==> src/rtl/core/sacs_pkg.sv <==
package sacs_pkg;

  // widths fixed by the item formats
  localparam int unsigned SymW = 5;
  localparam int unsigned OutW = 13;

  typedef struct packed {
    logic            operation;
    logic            first;
    logic [SymW-1:0] symbol;
  } in_t;

  typedef struct packed {
    logic [OutW-1:0] match_length;
    logic [OutW-1:0] best_length;
    logic [OutW-1:0] ref_length;
    logic            full_res;
  } out_t;

  // operation codes of an input item
  localparam logic OpAppend = 1'b0;
  localparam logic OpMatch  = 1'b1;

  // datapath actions, one per cycle
  typedef enum logic [4:0] {
    ACT_NONE,
    ACT_INIT,
    ACT_LOAD,
    ACT_SETOVF,
    ACT_NEWNODE,
    ACT_RDP,
    ACT_RDQ,
    ACT_CAPQ,
    ACT_SETT,
    ACT_LINKNPQ,
    ACT_CLONE,
    ACT_LINKQ,
    ACT_LINKNPNQ,
    ACT_REDIR,
    ACT_MBEGIN,
    ACT_MHIT,
    ACT_MMISS,
    ACT_MFALL,
    ACT_OUT
  } act_e;

  typedef struct packed {
    act_e act;
  } cmd_t;

  typedef struct packed {
    logic in_op;
    logic sym_ok;
    logic full;
    logic ent_nz;
    logic ent_is_q;
    logic p_zero;
    logic len_solid;
  } st_t;

endpackage

==> src/rtl/core/sacs_controller.sv <==
module sacs_controller (
  input  logic           clk_i,
  input  logic           rst_ni,
  input  logic           in_valid_i,
  output logic           in_ready_o,
  output logic           out_valid_o,
  input  logic           out_ready_i,
  input  sacs_pkg::st_t  st_i,
  output sacs_pkg::cmd_t cmd_o
);
  import sacs_pkg::*;

  typedef enum logic [14:0] {
    S_INIT = 15'h0001,
    S_IDLE = 15'h0002,
    S_ACHK = 15'h0004,
    S_WRD  = 15'h0008,
    S_WCHK = 15'h0010,
    S_QRD  = 15'h0020,
    S_QCHK = 15'h0040,
    S_CL2  = 15'h0080,
    S_CL3  = 15'h0100,
    S_RRD  = 15'h0200,
    S_RCHK = 15'h0400,
    S_MST  = 15'h0800,
    S_MRD  = 15'h1000,
    S_MCHK = 15'h2000,
    S_FIN  = 15'h4000
  } state_e;

  state_e state_q, state_d;
  logic   ovalid_q, ovalid_d;

  assign in_ready_o  = state_q == S_IDLE;
  assign out_valid_o = ovalid_q;

  // sequencing of append and match steps
  always_comb begin
    state_d   = state_q;
    cmd_o.act = ACT_NONE;
    case (state_q)
      S_INIT: begin
        cmd_o.act = ACT_INIT;
        state_d   = S_IDLE;
      end
      S_IDLE: begin
        if (in_valid_i) begin
          cmd_o.act = ACT_LOAD;
          state_d   = (st_i.in_op == OpMatch) ? S_MST : S_ACHK;
        end
      end
      S_ACHK: begin
        if (!st_i.sym_ok) begin
          state_d = S_FIN;
        end else if (st_i.full) begin
          cmd_o.act = ACT_SETOVF;
          state_d   = S_FIN;
        end else begin
          cmd_o.act = ACT_NEWNODE;
          state_d   = S_WRD;
        end
      end
      S_WRD: begin
        cmd_o.act = ACT_RDP;
        state_d   = S_WCHK;
      end
      S_WCHK: begin
        if (st_i.ent_nz) begin
          cmd_o.act = ACT_CAPQ;
          state_d   = S_QRD;
        end else begin
          cmd_o.act = ACT_SETT;
          state_d   = st_i.p_zero ? S_FIN : S_WRD;
        end
      end
      S_QRD: begin
        cmd_o.act = ACT_RDQ;
        state_d   = S_QCHK;
      end
      S_QCHK: begin
        if (st_i.len_solid) begin
          cmd_o.act = ACT_LINKNPQ;
          state_d   = S_FIN;
        end else begin
          cmd_o.act = ACT_CLONE;
          state_d   = S_CL2;
        end
      end
      S_CL2: begin
        cmd_o.act = ACT_LINKQ;
        state_d   = S_CL3;
      end
      S_CL3: begin
        cmd_o.act = ACT_LINKNPNQ;
        state_d   = S_RRD;
      end
      S_RRD: begin
        cmd_o.act = ACT_RDP;
        state_d   = S_RCHK;
      end
      S_RCHK: begin
        if (st_i.ent_is_q) begin
          cmd_o.act = ACT_REDIR;
          state_d   = st_i.p_zero ? S_FIN : S_RRD;
        end else begin
          state_d = S_FIN;
        end
      end
      S_MST: begin
        cmd_o.act = ACT_MBEGIN;
        state_d   = st_i.sym_ok ? S_MRD : S_FIN;
      end
      S_MRD: begin
        cmd_o.act = ACT_RDP;
        state_d   = S_MCHK;
      end
      S_MCHK: begin
        if (st_i.ent_nz) begin
          cmd_o.act = ACT_MHIT;
          state_d   = S_FIN;
        end else if (st_i.p_zero) begin
          cmd_o.act = ACT_MMISS;
          state_d   = S_FIN;
        end else begin
          cmd_o.act = ACT_MFALL;
          state_d   = S_MRD;
        end
      end
      S_FIN: begin
        if (!ovalid_q || out_ready_i) begin
          cmd_o.act = ACT_OUT;
          state_d   = S_IDLE;
        end
      end
      default: state_d = S_INIT;
    endcase
  end

  // result register occupancy
  always_comb begin
    ovalid_d = ovalid_q;
    if (out_ready_i) ovalid_d = 1'b0;
    if (cmd_o.act == ACT_OUT) ovalid_d = 1'b1;
  end

  always_ff @(posedge clk_i or negedge rst_ni) begin
    if (!rst_ni) begin
      state_q  <= S_INIT;
      ovalid_q <= 1'b0;
    end else begin
      state_q  <= state_d;
      ovalid_q <= ovalid_d;
    end
  end

endmodule

==> config.mk <==
export PLATFORM = sky130hd
export DESIGN_NAME = sacs_controller
export DESIGN_NICKNAME = d
export VERILOG_FILES = /design/src/rtl/core/sacs_pkg.sv /design/src/rtl/core/sacs_controller.sv
export SDC_FILE = /design/constraint.sdc
export NUM_CORES = 1
export LEC_CHECK = 0
export ABC_AREA = 1
export BUFFER_PORTS_ARGS = -buffer_cell sky130_fd_sc_hd__buf_2
export CAP_MARGIN = 20
export CORE_MARGIN = 4
export CORE_UTILIZATION = 59
export CTS_CLUSTER_SIZE = 10
export DETAILED_ROUTE_END_ITERATION = 12
export PLACE_DENSITY_LB_ADDON = 0.15
export SLEW_MARGIN = 20
export SYNTH_ARGS = -nofsm -noshare
export SYNTH_HDL_FRONTEND = slang
export SYNTH_SLANG_ARGS = --single-unit
==> constraint.sdc <==
create_clock -name clk_i -period 2.57 [get_ports clk_i]
set_input_delay 0.514 -clock clk_i [delete_from_list [all_inputs] [get_ports clk_i]]
set_output_delay 0.514 -clock clk_i [all_outputs]
set_load 0.05 [all_outputs]
==> flow_metrics.py <==
metrics = {
    "detailed_routing": {
        "first_pass_iters": 4,
        "drtIter0Drc": 61,
        "routedWlPerCell_um": 12.0,
        "drcViolationCount": 0,
        "avgViaCountPerCell": 5.34,
        "drt_wl_total_um": 2590,
        "ant_nets": 0,
        "vias": 1154,
    },
    "power": {
        "p_leak_uw": 0.000825,
        "powerDensity_mw_per_mm2": 613,
        "vdd_drop_max_mv": 0.435,
    },
    "clock_network": {
        "clockBufferDepth": 2,
        "clkLatencyLatePin_ns": 0.29,
        "htreeDepth": 1,
        "cts_tree": "yes",
        "clkTransAtPathRegs_ns": 0.10,
        "clock-sinks": 16,
        "clockRootBuffer": "clkbuf_4",
        "cts_buffers": 3,
        "cts_hold_buffers": 0,
    },
    "timing": {
        "tightest_slew_ns": 0.343,
        "hold_ws_ns": 0.107,
        "fin_crit_ns": 2.44,
        "finalCritPeriodShare_pct": 95.0,
        "slew_headroom_pct": 77.1,
        "setup_viol_count_final": 0,
        "fin_worst_skew_ns": 0.0102,
        "fmax_ghz": 0.409,
        "slew_viol_final": 0,
        "finalHoldViolCount": 0,
    },
    "global_routing": {
        "grt_max_degree": 17,
        "gr-total-overflow": 0,
        "antenna_found_initial": 0,
        "first_global_vias": 1058,
        "grtUsageTotal_pct": 21.4,
        "grt_pass1_wl_um": 4350,
    },
    "place": {
        "globalplace.congestion": 0.906,
        "dp_hpwl_um": 2030,
        "place_area_mm2": 0.00126,
        "io_buffers": 17,
        "placedCellCount": 211,
    },
    "floorplanning": {
        "start_util_pct": 64.4,
        "core_mm2": 0.00178,
        "die_w_um": 52.1,
        "io_pins": 18,
        "die-area_mm2": 0.00272,
        "row_count": 15,
        "die_y_um": 52.1,
    },
    "synth": {
        "synth_common_cells": "36 x inv_1, 32 x nand2_1, 28 x nor2_1",
        "synth_top_area_share_pct": 32.7,
        "synth_largest_area_cell": "dfrtp_1",
        "synth-seq-area-share_pct": 35.0,
        "postSynth.asyncResetShare_pct": 100,
        "synth_cell_types": 26,
        "synthCells": 169,
        "yosysMostFrequentCell": "inv_1",
        "synth_edf_count": 0,
        "yosysWarnings": 0,
        "avgSynthCellArea_um2": 6.80,
        "synthTopCellsByArea": "dfrtp_1 33%, inv_1 12%, nand2_1 10%, nor2_1 9.2%, nand3_1 6.5%",
        "ys_ff_latch": 16,
        "netlist_area_mm2": 0.00115,
        "syn-num-nets": 180,
        "synth_flop_cell": "dfrtp_1",
    },
    "worst_setup_path": {
        "path_max_fanout": 8,
        "crit_arrival_ns": 1.93,
        "critical_path.endpoint_type": "output pin",
        "start_kind": "flop",
        "crit_required_ns": 2.06,
        "critical_path_class": "flop to output pin",
    },
    "run_status": {
        "status": "completed",
    },
    "cells_and_area": {
        "nFillCells": 152,
        "final_nets": 203,
        "drive_gt1_share_pct": 20.9,
        "final_cell_area_mm2": 0.00135,
        "stdcell_count": 216,
        "utilization_pct": 75.4,
        "diodes": 0,
        "area_delta_synth_final_pct": 17.1,
    },
    "run": {
        "max_cap_violations": 0,
    },
    "min_path": {
        "worstHoldPathType": "input pin to asynchronous set/reset pin",
    },
}
[critical path, stage by stage, from the launching register on]
cell	delay (ns)
dfrtp_1	0.42
nor2_4	0.16
nand2_4	0.11
nor2_8	0.18
nand2_1	0.17
nor2_2	0.19
nor3_1	0.09
nand3_1	0.08
clkbuf_4	0.23
[where the power goes]
group          leakage [uW]  internal (uW)  total (uW)  switching [uW]
registers          0.000219            277         296            19.2
logic              0.000591            120         388             268
clock network     0.0000150           60.4         140            79.2
[cell usage in the layout (no fill, tap or decap)]
cell type / n
dfrtp_1: 15
o21ai_2: 1
buf_4: 1
buf_2: 13
nand2_4: 2
inv_1: 36
nand4_1: 2
nor2_1: 26
or2_1: 1
o21ai_1: 1
a31oi_1: 2
clkbuf_4: 6
nand2_2: 1
o21bai_1: 2
nand3_2: 2
nand2_1: 32
o22ai_1: 2
and2_1: 1
nor2_4: 5
nor3_2: 1
buf_12: 1
o2111ai_1: 1
nand3b_1: 1
nor3_1: 7
nor2_8: 1
o21ai_0: 3
nor2_2: 4
nand3_1: 14
o31ai_1: 1
dfstp_2: 1
clkbuf_1: 1
nand3b_4: 1
a21oi_1: 3
[sequential cells by signal, indices dropped and copies added (netlist names)]
name,cells
out_valid_o,1
state_q,15
[through the flow]
stage / power [uW] / setup WS (ns) / setup TNS (ns)
floorplan: 583 / 0.370 / 0
global placement: 654 / 0.441 / 0
detailed placement: 662 / 0.418 / 0
CTS: 801 / 0.0245 / 0
global route: 877 / -0.0140 / -0.0140
finish: 824 / 0.128 / 0
[layout make-up]
| class | count | area (um2) | area share, % |
|---|---|---|---|
| tap | 25 | 31.3 | 2.33 |
| inverter | 36 | 135 | 10.0 |
| multi-input combinational | 117 | 636 | 47.3 |
| clock buffer | 4 | 26.3 | 1.95 |
| timing repair buffer | 18 | 115 | 8.56 |
| sequential | 16 | 402 | 29.9 |
[kinds of logic after synthesis]
logic type / share of synthesized area, %
AOI/OAI and AO/OA: 8.39
buffers and inverters: 11.8
DFF: 35.0
and+or+nand+nor: 44.9
[worst paths after layout]
kind                                   from           to  slack, ns  depth (start not counted)
worst max-delay path             state_q[4]     cmd_o[2]       0.13                          8
worst min-delay path                 rst_ni  out_valid_o       0.11                          1
worst max register to register   state_q[8]   state_q[1]       1.00                         10
worst min register to register  out_valid_o  out_valid_o       0.54                          2
max in group asynchronous            rst_ni   state_q[0]       2.15                          1
min in group clk_i                  st_i[6]   state_q[2]       0.38                          2
[repair_timing]
item,CTS,global route
resized for setup,0,12
setup buffers,0,1
setup endpoints to repair,0,4
[metal layers]
metal | GRT usage [%] | part of all wire [%] | vias up
met5 | 0 | 0 | -
met3 | 4.30 | 9.5 | 9
met2 | 36.0 | 46 | 65
li1 | - | - | 578
met4 | 7.86 | 2.4 | 0
met1 | 26.8 | 42 | 502
Note: power is estimated with default switching activity, not from simulation.
